## src/design/ymfr_pkg.sv

```systemverilog
// Shared types and constants for the YMODEM frame receiver.
`default_nettype none
package ymfr_pkg;
	localparam logic [7:0] CODE_SOH = 8'h01;
	localparam logic [7:0] CODE_STX = 8'h02;
	localparam logic [7:0] CODE_EOT = 8'h04;
	localparam logic [10:0] SHORT_PAYLOAD = 11'd128;
	localparam logic [10:0] LONG_PAYLOAD = 11'd1024;
	localparam logic [10:0] FRAME_OVERHEAD = 11'd5;
	localparam logic [10:0] POSITION_MAX = 11'd2047;
	localparam logic [23:0] TOTAL_MAX = 24'hFFFFFF;

	localparam logic [0:0] CFG_BASE = 1'b0;
	localparam logic [0:0] CFG_LIMIT = 1'b1;

	typedef enum logic [2:0] {
		RPL_NONE = 3'd0, RPL_ACK = 3'd1, RPL_NAK = 3'd2, RPL_START = 3'd3, RPL_END = 3'd4
	} reply_t;

	typedef enum logic [3:0] {
		CLS_DATA = 4'd0, CLS_HEADER = 4'd1, CLS_DUP = 4'd2, CLS_ORDER = 4'd3,
		CLS_CRC = 4'd4, CLS_BADHDR = 4'd5, CLS_SHORT = 4'd6, CLS_COMPL = 4'd7,
		CLS_EOT = 4'd8
	} frame_class_t;

	// Classified request handed from front to back.
	typedef struct packed {
		logic stage_valid;
		logic [9:0] stage_offset;
		logic [7:0] stage_byte;
		logic frame_end;
		logic eot;
		logic hdr_err;
		logic short_frame;
		logic compl_err;
		logic crc_err;
		logic long_frame;
		logic [7:0] seq;
	} ev_t;

	typedef struct packed {
		logic stage_valid;
		logic [9:0] stage_offset;
		logic [7:0] stage_byte;
		logic verdict_valid;
		logic [2:0] reply;
		logic [3:0] frame_class;
		logic [10:0] commit_len;
		logic [23:0] commit_address;
		logic [23:0] file_total;
		logic error_limit_hit;
	} res_t;

	function automatic logic [15:0] crc_update(input logic [15:0] crc, input logic [7:0] b);
		logic [15:0] c;
		c = crc ^ {b, 8'h00};
		for (int i = 0; i < 8; i++) begin
			c = c[15] ? ((c << 1) ^ 16'h1021) : (c << 1);
		end
		return c;
	endfunction
endpackage
`default_nettype wire

```

## src/design/ymfr_if.sv

```systemverilog
// Valid/ready channel interfaces.
`default_nettype none
interface ymfr_in_if;
	logic valid;
	logic ready;
	logic [7:0] rx_byte;
	logic frame_end;
	modport source(output valid, rx_byte, frame_end, input ready);
	modport sink(input valid, rx_byte, frame_end, output ready);
endinterface

interface ymfr_out_if;
	logic valid;
	logic ready;
	logic stage_valid;
	logic [9:0] stage_offset;
	logic [7:0] stage_byte;
	logic verdict_valid;
	logic [2:0] reply;
	logic [3:0] frame_class;
	logic [10:0] commit_len;
	logic [23:0] commit_address;
	logic [23:0] file_total;
	logic error_limit_hit;
	modport source(output valid, stage_valid, stage_offset, stage_byte, verdict_valid,
		reply, frame_class, commit_len, commit_address, file_total, error_limit_hit,
		input ready);
	modport sink(input valid, stage_valid, stage_offset, stage_byte, verdict_valid,
		reply, frame_class, commit_len, commit_address, file_total, error_limit_hit,
		output ready);
endinterface

interface ymfr_cfg_if;
	logic valid;
	logic ready;
	logic [0:0] index;
	logic [23:0] data;
	modport source(output valid, index, data, input ready);
	modport sink(input valid, index, data, output ready);
endinterface
`default_nettype wire

```

## src/design/ymfr_front.sv

```systemverilog
// Front end: frame parsing, CRC and per-frame checks.
`default_nettype none
module ymfr_front (
	input wire logic clk,
	input wire logic arst_n,
	input wire logic in_valid,
	input wire logic [7:0] rx_byte,
	input wire logic frame_end,
	input wire logic q_ready,
	output logic in_ready,
	output logic ev_valid,
	output ymfr_pkg::ev_t ev
);
	import ymfr_pkg::*;

	logic [10:0] pos_q;
	logic long_q, herr_q;
	logic [7:0] seq_q, cmp_q, crch_q, crcl_q;
	logic [15:0] crc_q;

	logic fire, lng, herr;
	logic [10:0] size;
	logic [11:0] len;

	assign in_ready = q_ready;
	assign fire = in_valid && q_ready;
	assign ev_valid = fire;

	// Header byte sets payload size for this and later bytes
	always_comb begin
		lng = long_q;
		herr = herr_q;
		if (pos_q == 11'd0) begin
			if (rx_byte == CODE_SOH) begin lng = 1'b0; herr = 1'b0; end
			else if (rx_byte == CODE_STX) begin lng = 1'b1; herr = 1'b0; end
			else herr = 1'b1;
		end
		size = lng ? LONG_PAYLOAD : SHORT_PAYLOAD;
		len = {1'b0, pos_q} + 12'd1;
	end

	logic in_pay;
	logic [15:0] crc_next;
	logic [7:0] crcl_eff;
	assign in_pay = (pos_q >= 11'd3) && !herr && (pos_q < size + 11'd3);
	assign crc_next = crc_update(crc_q, rx_byte);
	// The CRC low byte may be the byte that ends the frame
	assign crcl_eff = (!herr && pos_q == size + 11'd4) ? rx_byte : crcl_q;

	// Classified event
	always_comb begin
		ev = '0;
		ev.stage_valid = in_pay;
		ev.stage_offset = in_pay ? 10'(pos_q - 11'd3) : 10'd0;
		ev.stage_byte = in_pay ? rx_byte : 8'd0;
		ev.frame_end = frame_end;
		ev.eot = (pos_q == 11'd0) && (rx_byte == CODE_EOT);
		ev.hdr_err = herr;
		ev.short_frame = (len < {1'b0, size} + {1'b0, FRAME_OVERHEAD});
		ev.compl_err = (seq_q != ~cmp_q);
		ev.crc_err = (crc_q != {crch_q, crcl_eff});
		ev.long_frame = lng;
		ev.seq = seq_q;
	end

	// Frame state
	always_ff @(posedge clk or negedge arst_n) begin
		if (!arst_n) begin
			pos_q <= '0; long_q <= 1'b0; herr_q <= 1'b0; seq_q <= '0; cmp_q <= '0;
			crc_q <= '0; crch_q <= '0; crcl_q <= '0;
		end else if (fire) begin
			if (frame_end) begin
				pos_q <= '0; long_q <= 1'b0; herr_q <= 1'b0; seq_q <= '0; cmp_q <= '0;
				crc_q <= '0; crch_q <= '0; crcl_q <= '0;
			end else begin
				long_q <= lng;
				herr_q <= herr;
				if (pos_q != POSITION_MAX) pos_q <= pos_q + 11'd1;
				if (pos_q == 11'd1) seq_q <= rx_byte;
				else if (pos_q == 11'd2) cmp_q <= rx_byte;
				else if (pos_q >= 11'd3 && !herr) begin
					if (in_pay) crc_q <= crc_next;
					else if (pos_q == size + 11'd3) crch_q <= rx_byte;
					else if (pos_q == size + 11'd4) crcl_q <= rx_byte;
				end
			end
		end
	end
endmodule
`default_nettype wire

```

## src/design/ymfr_fifo.sv

```systemverilog
// Two-entry queue between front and back.
`default_nettype none
module ymfr_fifo (
	input wire logic clk,
	input wire logic arst_n,
	input wire logic wr_valid,
	input wire ymfr_pkg::ev_t wr_data,
	output logic wr_ready,
	output logic rd_valid,
	output ymfr_pkg::ev_t rd_data,
	input wire logic rd_ready
);
	import ymfr_pkg::*;

	ev_t mem_q [2];
	logic wp_q, rp_q;
	logic [1:0] cnt_q;
	logic wr, rd;

	assign wr_ready = (cnt_q != 2'd2);
	assign rd_valid = (cnt_q != 2'd0);
	assign rd_data = mem_q[rp_q];
	assign wr = wr_valid && wr_ready;
	assign rd = rd_valid && rd_ready;

	always_ff @(posedge clk) begin
		if (wr) mem_q[wp_q] <= wr_data;
	end

	always_ff @(posedge clk or negedge arst_n) begin
		if (!arst_n) begin
			wp_q <= 1'b0; rp_q <= 1'b0; cnt_q <= '0;
		end else begin
			if (wr) wp_q <= ~wp_q;
			if (rd) rp_q <= ~rp_q;
			cnt_q <= cnt_q + {1'b0, wr} - {1'b0, rd};
		end
	end
endmodule
`default_nettype wire

```

## src/design/ymfr_back.sv

```systemverilog
// Back end: session state, verdicts and output register.
`default_nettype none
module ymfr_back #(
	parameter int ADDRESS_BITS = 24
) (
	input wire logic clk,
	input wire logic arst_n,
	input wire logic ev_valid,
	input wire ymfr_pkg::ev_t ev,
	output logic ev_ready,
	input wire logic [23:0] base_addr,
	input wire logic [2:0] err_limit,
	output logic res_valid,
	output ymfr_pkg::res_t res,
	input wire logic res_ready
);
	import ymfr_pkg::*;

	logic [7:0] exp_q;
	logic hdone_q;
	logic [ADDRESS_BITS-1:0] waddr_q;
	logic [23:0] total_q;
	logic [2:0] oerr_q;
	logic vld_q;
	res_t res_q;

	logic take;
	res_t r;
	logic [10:0] size;
	logic [24:0] tsum;
	logic [ADDRESS_BITS-1:0] base_ext;
	logic [2:0] oerr_n;

	assign ev_ready = !vld_q || res_ready;
	assign take = ev_valid && ev_ready;
	assign res_valid = vld_q;
	assign res = res_q;
	assign size = ev.long_frame ? LONG_PAYLOAD : SHORT_PAYLOAD;
	assign tsum = {1'b0, total_q} + 25'(size);
	assign base_ext = ADDRESS_BITS'({8'd0, base_addr});

	// Verdict
	always_comb begin
		r = '0;
		r.stage_valid = ev.stage_valid;
		r.stage_offset = ev.stage_offset;
		r.stage_byte = ev.stage_byte;
		oerr_n = oerr_q;
		if (ev.frame_end) begin
			r.verdict_valid = 1'b1;
			r.file_total = total_q;
			if (ev.eot) begin r.reply = RPL_END; r.frame_class = CLS_EOT; end
			else if (ev.hdr_err) begin r.reply = RPL_NAK; r.frame_class = CLS_BADHDR; end
			else if (ev.short_frame) begin r.reply = RPL_NAK; r.frame_class = CLS_SHORT; end
			else if (ev.compl_err) begin r.reply = RPL_NAK; r.frame_class = CLS_COMPL; end
			else if (ev.crc_err) begin r.reply = RPL_NAK; r.frame_class = CLS_CRC; end
			else if (ev.seq == exp_q) begin
				if (!hdone_q) begin r.reply = RPL_START; r.frame_class = CLS_HEADER; end
				else begin
					r.reply = RPL_ACK; r.frame_class = CLS_DATA;
					r.commit_len = size;
					r.commit_address = 24'(waddr_q);
					r.file_total = tsum[24] ? TOTAL_MAX : tsum[23:0];
				end
			end else if (ev.seq == exp_q - 8'd1) begin
				r.reply = RPL_ACK; r.frame_class = CLS_DUP;
			end else begin
				r.reply = RPL_NAK; r.frame_class = CLS_ORDER;
				if (oerr_q != 3'd7) oerr_n = oerr_q + 3'd1;
			end
			r.error_limit_hit = (oerr_n >= err_limit);
		end
	end

	// Session state and output register
	always_ff @(posedge clk or negedge arst_n) begin
		if (!arst_n) begin
			exp_q <= '0; hdone_q <= 1'b0; waddr_q <= ADDRESS_BITS'(24'd4096);
			total_q <= '0; oerr_q <= '0; vld_q <= 1'b0;
		end else begin
			if (take) vld_q <= 1'b1;
			else if (res_ready) vld_q <= 1'b0;
			if (take) begin
				if (r.frame_class == CLS_EOT && r.verdict_valid) begin
					exp_q <= '0; hdone_q <= 1'b0; waddr_q <= base_ext;
					total_q <= '0; oerr_q <= '0;
				end else begin
					oerr_q <= oerr_n;
					if (r.verdict_valid && (r.frame_class == CLS_HEADER ||
							r.frame_class == CLS_DATA)) begin
						exp_q <= exp_q + 8'd1;
						hdone_q <= 1'b1;
						if (r.frame_class == CLS_DATA) begin
							waddr_q <= waddr_q + ADDRESS_BITS'(size);
							total_q <= r.file_total;
						end
					end
				end
			end
		end
	end

	always_ff @(posedge clk) begin
		if (take) res_q <= r;
	end
endmodule
`default_nettype wire

```

## src/design/ymodem_frame_receiver.sv

```systemverilog
// Top level of the YMODEM frame receiver.
// Path: a byte's result passes the front (combinational), the queue and the output register.
// Throughput: one byte per cycle while the queue has room; the byte-wide CRC update sets the front's cycle.
// Reset: asynchronous, clears frame and session state; base address 4096, error limit 5.
// Base address writes take effect at the next end of session; a reset restores 4096.
`default_nettype none
module ymodem_frame_receiver #(
	parameter int ADDRESS_BITS = 24
) (
	input wire logic clk,
	input wire logic arst_n,
	ymfr_in_if.sink in_ch,
	ymfr_out_if.source out_ch,
	ymfr_cfg_if.sink cfg
);
	import ymfr_pkg::*;

	logic [23:0] base_q;
	logic [2:0] limit_q;

	// Configuration registers
	assign cfg.ready = 1'b1;
	always_ff @(posedge clk or negedge arst_n) begin
		if (!arst_n) begin
			base_q <= 24'd4096; limit_q <= 3'd5;
		end else if (cfg.valid) begin
			case (cfg.index)
				CFG_BASE: base_q <= cfg.data;
				CFG_LIMIT: limit_q <= cfg.data[2:0];
				default: ;
			endcase
		end
	end

	logic f_valid, f_ready, b_valid, b_ready, r_valid;
	ev_t f_ev, b_ev;
	res_t r;

	ymfr_front u_front (
		.clk, .arst_n, .in_valid(in_ch.valid), .rx_byte(in_ch.rx_byte),
		.frame_end(in_ch.frame_end), .q_ready(f_ready), .in_ready(in_ch.ready),
		.ev_valid(f_valid), .ev(f_ev)
	);

	ymfr_fifo u_fifo (
		.clk, .arst_n, .wr_valid(f_valid), .wr_data(f_ev), .wr_ready(f_ready),
		.rd_valid(b_valid), .rd_data(b_ev), .rd_ready(b_ready)
	);

	ymfr_back #(.ADDRESS_BITS(ADDRESS_BITS)) u_back (
		.clk, .arst_n, .ev_valid(b_valid), .ev(b_ev), .ev_ready(b_ready),
		.base_addr(base_q), .err_limit(limit_q), .res_valid(r_valid), .res(r),
		.res_ready(out_ch.ready)
	);

	assign out_ch.valid = r_valid;
	assign out_ch.stage_valid = r.stage_valid;
	assign out_ch.stage_offset = r.stage_offset;
	assign out_ch.stage_byte = r.stage_byte;
	assign out_ch.verdict_valid = r.verdict_valid;
	assign out_ch.reply = r.reply;
	assign out_ch.frame_class = r.frame_class;
	assign out_ch.commit_len = r.commit_len;
	assign out_ch.commit_address = r.commit_address;
	assign out_ch.file_total = r.file_total;
	assign out_ch.error_limit_hit = r.error_limit_hit;

	// A commit always carries a full payload length
	a_commit_len: assert property (@(posedge clk) disable iff (!arst_n)
		out_ch.valid && out_ch.commit_len != 11'd0 |->
		out_ch.commit_len == SHORT_PAYLOAD || out_ch.commit_len == LONG_PAYLOAD)
		else $error("bad commit length");
	// Staged bytes never come with a verdict of a bad header
	a_stage_hdr: assert property (@(posedge clk) disable iff (!arst_n)
		out_ch.valid && out_ch.stage_valid |-> out_ch.frame_class != CLS_BADHDR)
		else $error("staged byte in bad-header frame");
	// An unaccepted result holds
	a_hold: assert property (@(posedge clk) disable iff (!arst_n)
		out_ch.valid && !out_ch.ready |=> out_ch.valid && $stable(out_ch.reply))
		else $error("result dropped");
endmodule
`default_nettype wire

```

## src/flat_wrapper.sv

```systemverilog
// flat-port wrapper written by rule: the top's interface ports become plain ports
module ymodem_frame_receiver_flat import ymfr_pkg::*;
#(
	parameter int ADDRESS_BITS = 24
)
  (clk, arst_n, in_ch_valid, in_ch_rx_byte, in_ch_frame_end, in_ch_ready, out_ch_valid, out_ch_stage_valid, out_ch_stage_offset, out_ch_stage_byte, out_ch_verdict_valid, out_ch_reply, out_ch_frame_class, out_ch_commit_len, out_ch_commit_address, out_ch_file_total, out_ch_error_limit_hit, out_ch_ready, cfg_valid, cfg_index, cfg_data, cfg_ready);
  ymfr_in_if in_ch_i ();
  ymfr_out_if out_ch_i ();
  ymfr_cfg_if cfg_i ();
  input wire logic clk;
  input wire logic arst_n;
  input wire logic [$bits(in_ch_i.valid)-1:0] in_ch_valid;
  input wire logic [$bits(in_ch_i.rx_byte)-1:0] in_ch_rx_byte;
  input wire logic [$bits(in_ch_i.frame_end)-1:0] in_ch_frame_end;
  output wire logic [$bits(in_ch_i.ready)-1:0] in_ch_ready;
  output wire logic [$bits(out_ch_i.valid)-1:0] out_ch_valid;
  output wire logic [$bits(out_ch_i.stage_valid)-1:0] out_ch_stage_valid;
  output wire logic [$bits(out_ch_i.stage_offset)-1:0] out_ch_stage_offset;
  output wire logic [$bits(out_ch_i.stage_byte)-1:0] out_ch_stage_byte;
  output wire logic [$bits(out_ch_i.verdict_valid)-1:0] out_ch_verdict_valid;
  output wire logic [$bits(out_ch_i.reply)-1:0] out_ch_reply;
  output wire logic [$bits(out_ch_i.frame_class)-1:0] out_ch_frame_class;
  output wire logic [$bits(out_ch_i.commit_len)-1:0] out_ch_commit_len;
  output wire logic [$bits(out_ch_i.commit_address)-1:0] out_ch_commit_address;
  output wire logic [$bits(out_ch_i.file_total)-1:0] out_ch_file_total;
  output wire logic [$bits(out_ch_i.error_limit_hit)-1:0] out_ch_error_limit_hit;
  input wire logic [$bits(out_ch_i.ready)-1:0] out_ch_ready;
  input wire logic [$bits(cfg_i.valid)-1:0] cfg_valid;
  input wire logic [$bits(cfg_i.index)-1:0] cfg_index;
  input wire logic [$bits(cfg_i.data)-1:0] cfg_data;
  output wire logic [$bits(cfg_i.ready)-1:0] cfg_ready;
  assign in_ch_i.valid = in_ch_valid;
  assign in_ch_i.rx_byte = in_ch_rx_byte;
  assign in_ch_i.frame_end = in_ch_frame_end;
  assign in_ch_ready = in_ch_i.ready;
  assign out_ch_valid = out_ch_i.valid;
  assign out_ch_stage_valid = out_ch_i.stage_valid;
  assign out_ch_stage_offset = out_ch_i.stage_offset;
  assign out_ch_stage_byte = out_ch_i.stage_byte;
  assign out_ch_verdict_valid = out_ch_i.verdict_valid;
  assign out_ch_reply = out_ch_i.reply;
  assign out_ch_frame_class = out_ch_i.frame_class;
  assign out_ch_commit_len = out_ch_i.commit_len;
  assign out_ch_commit_address = out_ch_i.commit_address;
  assign out_ch_file_total = out_ch_i.file_total;
  assign out_ch_error_limit_hit = out_ch_i.error_limit_hit;
  assign out_ch_i.ready = out_ch_ready;
  assign cfg_i.valid = cfg_valid;
  assign cfg_i.index = cfg_index;
  assign cfg_i.data = cfg_data;
  assign cfg_ready = cfg_i.ready;
  ymodem_frame_receiver #(.ADDRESS_BITS(ADDRESS_BITS)) u_core (.clk(clk), .arst_n(arst_n), .in_ch(in_ch_i), .out_ch(out_ch_i), .cfg(cfg_i));
endmodule
```

## config.mk

```make
export PLATFORM = sky130hd
export DESIGN_NAME = ymodem_frame_receiver_flat
export DESIGN_NICKNAME = d
export VERILOG_FILES = /design/src/design/ymfr_pkg.sv /design/src/design/ymfr_if.sv /design/src/design/ymfr_front.sv /design/src/design/ymfr_fifo.sv /design/src/design/ymfr_back.sv /design/src/design/ymodem_frame_receiver.sv /design/src/flat_wrapper.sv
export SDC_FILE = /design/constraint.sdc
export NUM_CORES = 1
export LEC_CHECK = 0
export ABC_AREA = 1
export BUFFER_PORTS_ARGS = -buffer_cell sky130_fd_sc_hd__buf_4
export CAP_MARGIN = 10
export CORE_MARGIN = 10
export CORE_UTILIZATION = 60
export DETAILED_ROUTE_END_ITERATION = 12
export PLACE_DENSITY = 0.8
export RECOVER_POWER = 25
export SYNTH_ARGS = -nofsm -noshare
export SYNTH_HDL_FRONTEND = slang
export SYNTH_HIERARCHICAL = 1
export SYNTH_SLANG_ARGS = --single-unit
export TNS_END_PERCENT = 10
```

## constraint.sdc

```tcl
create_clock -name clk -period 3.4 [get_ports clk]
set_input_delay 0 -clock clk [delete_from_list [all_inputs] [get_ports clk]]
set_output_delay 0 -clock clk [all_outputs]
set_load 0.05 [all_outputs]
```

==> flow_summary.json, run 1 <==
{
  "netlist_area_sq_um": 15400,
  "dpl.hpwl_um": 25100,
  "drtIter0Drc": 1249,
  "yosys.area_share.adder": 0.0178,
  "final-max-slew-violation-count": 94,
  "worstSetupPathType": "flip-flop to flip-flop",
  "synth_cell_types": 50,
  "critPathCapture": "u_core/u_back/waddr_q[14]",
  "via_count": 12554,
  "rows": 58,
  "synth_xor_area_frac": 0.0290,
  "fmax_mhz": 323,
  "worst-path-max-fanout": 41,
  "yosysSeqAreaShare": 0.533,
  "dieArea_sq_um": 32500,
  "clock_latency_ps": 560,
  "period_needed_ps": 3090,
  "status": "finished, violations left",
  "yosys-mux-area-fraction": 0,
  "setup_slack_ps": 307,
  "cts_sinks": 299,
  "syn_inst": 1757,
  "grt_max_degree": 94,
  "syn_area_per_cell_sq_um": 8.78,
  "die_width_um": 180,
  "setup_viol": 0,
  "wl_um": 38400,
  "drcViolationCount": 0,
  "p_leak_uw": 0.00846,
  "grt_pass1_vias": 12454,
  "hold_violations": 0,
  "cts_tree": "built",
  "drt_pass1_iterations": 6,
  "arrival_ps": 3520,
  "syn2layout_area_growth_pct": 15.9,
  "pin_count": 129,
  "via_per_inst": 5.51,
  "worstPathRequired_ps": 3830,
  "layout-drive-gt1-share": 0.146,
  "ant_nets": 0,
  "regToRegStartpoint": "u_core/u_fifo/rp_q",
  "cts.htree.levels": 1,
  "synthSimpleGateAreaFrac": 0.276,
  "hp-class": "input port to flip-flop",
  "nets": 1983,
  "cts_made_buffers": 30,
  "cts.reportedPaths.clkPinSlew_ps": 60,
  "crit_path_cell_trace": "buf_4 > nand2_1 > nand2_1 > nand2_1 > nand2_1 > nand2_1 > nor2_2 > nand2_2 > a21oi_4 > nor2_1 > nor2_4 > nand3_4 > nand2_1 > nand2_1",
  "ir_worst_vdd_mv": 0.574,
  "wl_per_cell_um": 16.9,
  "power_density_nw_per_um2": 899,
  "max_stage_delay_ps": 510,
  "dp_slack_ps": 271,
  "port_buffers": 118,
  "ff2ff_path_depth": 14,
  "gp_congestion": 0.911,
  "overflow": 0,
  "min_from": "cfg_data[18]",
  "r2r-end": "u_core/u_back/waddr_q[14]",
  "placed_area_sq_um": 16300,
  "critPathMostFrequentCell": "nand2_1",
  "synth_top_family_by_area": "simple AND/OR/NAND/NOR gates",
  "cts_buffer_depth": 3,
  "tns_ps": 0,
  "start_kind": "flip-flop",
  "final_cell_area_sq_um": 17900,
  "slew_headroom": -0.629,
  "synth_compound_gate_area_share": 0.0558,
  "root_buffer": "clkbuf_16",
  "period_share": 0.910,
  "setup.worst_path.start": "u_core/u_fifo/rp_q",
  "ys_ff_latch": 299,
  "die_h_um": 180,
  "crit_slowest_cell": "nand3_4",
  "yosysWarnings": 6,
  "min_delay_path_depth": 4,
  "maxCapViolations": 1,
  "grt_usage": 0.230,
  "core-area_sq_um": 25300,
  "antenna_found_initial": 1,
  "rrSetupSlack_ps": 310,
  "worstMarginPinSlew_ps": 2440,
  "initial_core_util": 0.611,
  "rsz0062_at_grt": "false",
  "end_kind": "flip-flop",
  "clock_skew_ps": 14.1,
  "grt_pass1_wl_um": 63200,
  "p_total_uw": 16100,
  "violations": "capacitance limit, slew limit"
}
==> cells in the final DEF, fill, tap and decap left out, types with 31 or more instances in the layout <==
cell type,instances
clkbuf_16,31
nand2_1,534
inv_1,181
xor2_1,31
buf_4,106
nand3_1,100
nand2_2,35
nand4_1,70
o21ai_0,57
edfxtp_1,146
nor2_1,161
dlygate4sd3_1,65
clkbuf_1,37
dfrtp_1,145
==> cell families (layout without fill, tap and decap cells) <==
logic type / count (synthesis) / count (layout)
simple gates: 962 / 962
buf+inv: 283 / 464
flops: 299 / 299
compound gates: 138 / 138
other cells: 2 / 11
fa+ha+maj: 22 / 22
xor+xnor: 51 / 51
==> cell usage after synthesis, drive strengths merged <==
cell,count,share of area
nand3,105,0.037
o21a,1,0.00049
or2,5,0.0020
conb,2,0.00049
nor3,20,0.0068
inv,202,0.050
buf,70,0.036
nand3b,8,0.0041
and3,1,0.00041
nand4,71,0.029
o31ai,2,0.00097
a41oi,1,0.00057
ha,22,0.018
edfxtp,146,0.28
nor4,1,0.00041
a21oi,8,0.0033
nor2,176,0.048
dfstp,4,0.0068
clkbuf,10,0.0024
clkinv,1,0.00024
xnor2,20,0.011
o32ai,1,0.00057
o22ai,16,0.0065
dfrtp,149,0.24
o211ai,2,0.00097
a31oi,5,0.0020
xor2,31,0.018
o21ai,101,0.040
nand2,575,0.15
a2111oi,1,0.00057
==> worst min path at each step <==
stage	endpoint	slack, ps
2_1_floorplan	u_core/base_q[0]	-300
3_5_place_dp	u_core/u_back/total_q[19]	160
4_1_cts	u_core/u_back/total_q[19]	170
3_3_place_gp	u_core/u_back/total_q[19]	150
5_1_grt	u_core/base_q[2]	300
6_report	u_core/base_q[18]	280
==> layout make-up <==
cell class / count / area [sq um]
timing repair buffer: 205 / 1610
antenna: 1 / 2.50
tap: 330 / 413
sequential: 299 / 8220
clock buffer: 43 / 871
fill: 1917 / 7370
clock inverter: 13 / 104
inverter: 203 / 773
multi-input combinational: 1183 / 5890
==> routing by layer <==
metal,routed length [um],track usage,up-vias,share of wire
li1,-,-,5994,-
met4,1040,0.0764,0,0.027
met5,0,0,-,0
met1,15700,0.286,5998,0.41
met2,19300,0.400,472,0.50
met3,2280,0.0380,90,0.059
==> power by group <==
part | internal [uW] | switching (uW) | leakage (uW) | total [uW]
combinational | 1860 | 5000 | 0.00457 | 6860
sequential | 5240 | 759 | 0.00341 | 6000
clock | 1860 | 1360 | 0.000476 | 3210
==> worst max-delay path: cells and delay by family (launching register included) <==
kind | cells | cell delay, ps
simple gates | 12 | 2020
compound gates | 1 | 180
buf+inv | 1 | 280
flops | 1 | 470
==> sequential cells by signal, indices dropped and copies added, names as in the netlist, 2 cells and up <==
name	flops
u_core/u_front/crcl_q	8
u_core/u_fifo/cnt_q	2
u_core/u_back/exp_q	8
u_core/u_front/pos_q	11
u_core/limit_q	3
u_core/u_front/seq_q	8
u_core/u_back/total_q	24
u_core/u_back/waddr_q	24
u_core/u_front/cmp_q	8
u_core/u_front/crch_q	8
u_core/u_front/crc_q	16
u_core/u_fifo/mem_q	68
u_core/u_back/res	78
u_core/u_back/oerr_q	3
u_core/base_q	24
==> per-stage QoR <==
| step | hold slack [ps] | util | cells |
|---|---|---|---|
| 3_5_place_dp | 164 | 0.647 | 2152 |
| 6_report | 276 | 0.708 | 2277 |
| 2_1_floorplan | -296 | - | 1765 |
| 3_3_place_gp | 154 | 0.647 | 2152 |
| 4_1_cts | 172 | 0.712 | 2273 |
| 5_1_grt | 305 | 0.708 | 2277 |
==> what timing repair did <==
action                                  4_1_cts  5_1_grt
endpoints found under the setup margin        0        2
resized for setup                             0        9
hold endpoints to repair                    156        0
hold buffers                                 65        0
setup buffers                                 0        3
No activity file was read; power rests on OpenSTA's default activity.
==> run 2: changes to the inputs <==
--- a/config.mk
+++ b/config.mk
@@ -8,7 +8,7 @@
 export ABC_AREA = 1
 export BUFFER_PORTS_ARGS = -buffer_cell sky130_fd_sc_hd__buf_4
 export CAP_MARGIN = 10
-export CORE_MARGIN = 10
+export CORE_MARGIN = 2
 export CORE_UTILIZATION = 60
 export DETAILED_ROUTE_END_ITERATION = 12
 export PLACE_DENSITY = 0.8
==> constraint.sdc (replaced) <==
create_clock -name clk -period 3.1 [get_ports clk]
set_input_delay 0 -clock clk [delete_from_list [all_inputs] [get_ports clk]]
set_output_delay 0 -clock clk [all_outputs]
set_load 0.05 [all_outputs]
==> run 2 against run 1 <==
  * The run still ends with capacitance limit, slew limit left
  * Via count barely moved
  * Cell area rose by 0.88%
  * Worst hold slack got worse by 24 ps
  * Critical endpoint is now u_core/u_front/crcl_q[3]
  * Sequential share of layout area fell by 0.42 points
  * Wire length fell by 2.6%
  * Global-route usage rose by 4.7 points
  * Sequential cell count did not move
  * Sequential power rose by 9.8%
  * Combinational power rose by 12%
==> flow_summary.json, run 2 (synthesis results as in run 1) <==
{
  "maxCapViolations": 1,
  "pin_count": 129,
  "cts_buffer_depth": 3,
  "ant_nets": 0,
  "grt_pass1_vias": 11902,
  "worstMarginPinSlew_ps": 1750,
  "via_count": 12551,
  "grt_max_degree": 65,
  "arrival_ps": 3380,
  "route.met3.wl_um": 2090,
  "hold_ws_ps": 252,
  "power_density_nw_per_um2": 995,
  "largest_reg_flops": 78,
  "violations": "capacitance limit, slew limit",
  "setup.worst_path.start": "u_core/u_front/pos_q[2]",
  "end_kind": "flip-flop",
  "port_buffers": 118,
  "layout_common_cells": "nand2_1, inv_1, nor2_1, dfrtp_1, edfxtp_1",
  "rows": 58,
  "final-max-slew-violation-count": 65,
  "dpl.hpwl_um": 24500,
  "dieArea_sq_um": 27000,
  "tns_ps": 0,
  "worstSetupPathType": "flip-flop to flip-flop",
  "ir_worst_vdd_mv": 0.747,
  "cts.reportedPaths.clkPinSlew_ps": 60,
  "p_leak_uw": 0.00863,
  "worstPathRequired_ps": 3540,
  "overflow": 0,
  "cts_made_buffers": 31,
  "top_layer": "met4",
  "antenna_found_initial": 0,
  "cts.htree.levels": 1,
  "wl_met1_um": 15300,
  "hold_violations": 0,
  "met2_length_um": 18900,
  "cts_tree": "built",
  "grt_usage": 0.278,
  "clock_latency_ps": 560,
  "nets": 1985,
  "wl_um": 37400,
  "root_buffer": "clkbuf_16",
  "regArea_sq_um": 8220,
  "start_kind": "flip-flop",
  "period_needed_ps": 2940,
  "worst-path-max-fanout": 16,
  "via_per_inst": 5.51,
  "fillers": 1835,
  "drtIter0Drc": 1249,
  "rsz0062_at_grt": "false",
  "multi_input_area_sq_um": 5920,
  "syn2layout_area_growth_pct": 16.9,
  "fmax_mhz": 340,
  "status": "finished, violations left",
  "drt_pass1_iterations": 6,
  "period_share": 0.948,
  "wl_per_cell_um": 16.4,
  "cts_sinks": 299,
  "hp-class": "input port to flip-flop",
  "min_from": "cfg_data[10]",
  "initial_core_util": 0.613,
  "core-area_sq_um": 25200,
  "gp_congestion": 0.906,
  "regToRegStartpoint": "u_core/u_front/pos_q[2]",
  "slew_headroom": -0.166,
  "drcViolationCount": 0,
  "layout-drive-gt1-share": 0.165,
  "die_width_um": 164,
  "grt_pass1_wl_um": 59700,
  "clock_skew_ps": 11.2,
  "setup_viol": 0,
  "layout_commonest_cell": "nand2_1",
  "die_h_um": 164,
  "diodes": 0
}
-- run 2: cell types whose count changed in the layout (fill, tap and decap cells not counted), sizes merged, moves of 2 or more --
cell / previous run / this run
clkinv: 12 / 14
clkbuf: 75 / 45
dlygate4sd3: 65 / 58
inv: 201 / 203
bufinv: 1 / 3
buf: 108 / 143
clkinvlp: 2 / 0
-- run 2: area by class of cell --
cell class / count / area share
clock buffer: 41 / 0.0473
clock inverter: 17 / 0.00895
inverter: 203 / 0.0429
multi-input combinational: 1184 / 0.328
sequential: 299 / 0.456
tap: 330 / 0.0229
timing repair buffer: 205 / 0.0945
-- run 2: power breakdown --
group | switching (uW) | internal [uW]
Clock | 1520 | 2180
Combinational | 5450 | 2200
Sequential | 845 | 5750
Total | 7820 | 10100
-- run 2: routing by layer --
layer,track usage,vias up
li1,-,6010
met1,0.359,5999
met2,0.491,455
met3,0.0341,87
met4,0.0805,0
met5,0,-
-- run 2: stage by stage --
step	utilization	total power, uW	setup slack, ps	area (sq um)	cells
detailed placement	0.651	14100	29.6	16400	2159
finish	0.716	17900	163	18000	2279
global route	0.716	19000	0.334	18000	2279
floorplan	-	12100	245	15500	1765
global placement	0.651	13900	186	16400	2159
CTS	0.715	17900	13.4	18000	2275
-- run 2: critical path, cell delays in order, from the launching register on --
cell     delay [ps]
dfrtp_1         480
nor2_4          200
nand2_2         100
nor2_4          140
nand2_1          70
nand2_2         110
inv_1           100
ha_1            290
nand2_1          60
nor2_2          150
nand3_2         110
nor2_4          210
nand3_4         130
buf_4           170
nand2_1          60
nand2_2         220
nand2_1         160
o21ai_2          60
-- run 2: path summary, 6_finish.rpt --
path	endpoint	slack (ps)	cells past startpoint
worst max-delay path	u_core/u_front/crcl_q[3]	160	17
worst min-delay path	u_core/base_q[10]	250	4
worst max register to register	u_core/u_front/crcl_q[3]	160	17
worst min register to register	u_core/u_back/total_q[6]	470	2
max in group asynchronous	u_core/base_q[1]	830	3
min in group asynchronous	u_core/u_back/total_q[17]	430	2
-- run 2: repair_timing --
action                                  4_1_cts  5_1_grt
endpoints found under the setup margin        0       64
hold buffers                                 58        0
endpoints found under the hold margin       197        0
resized for setup                             0       13
buffers inserted                              0        3
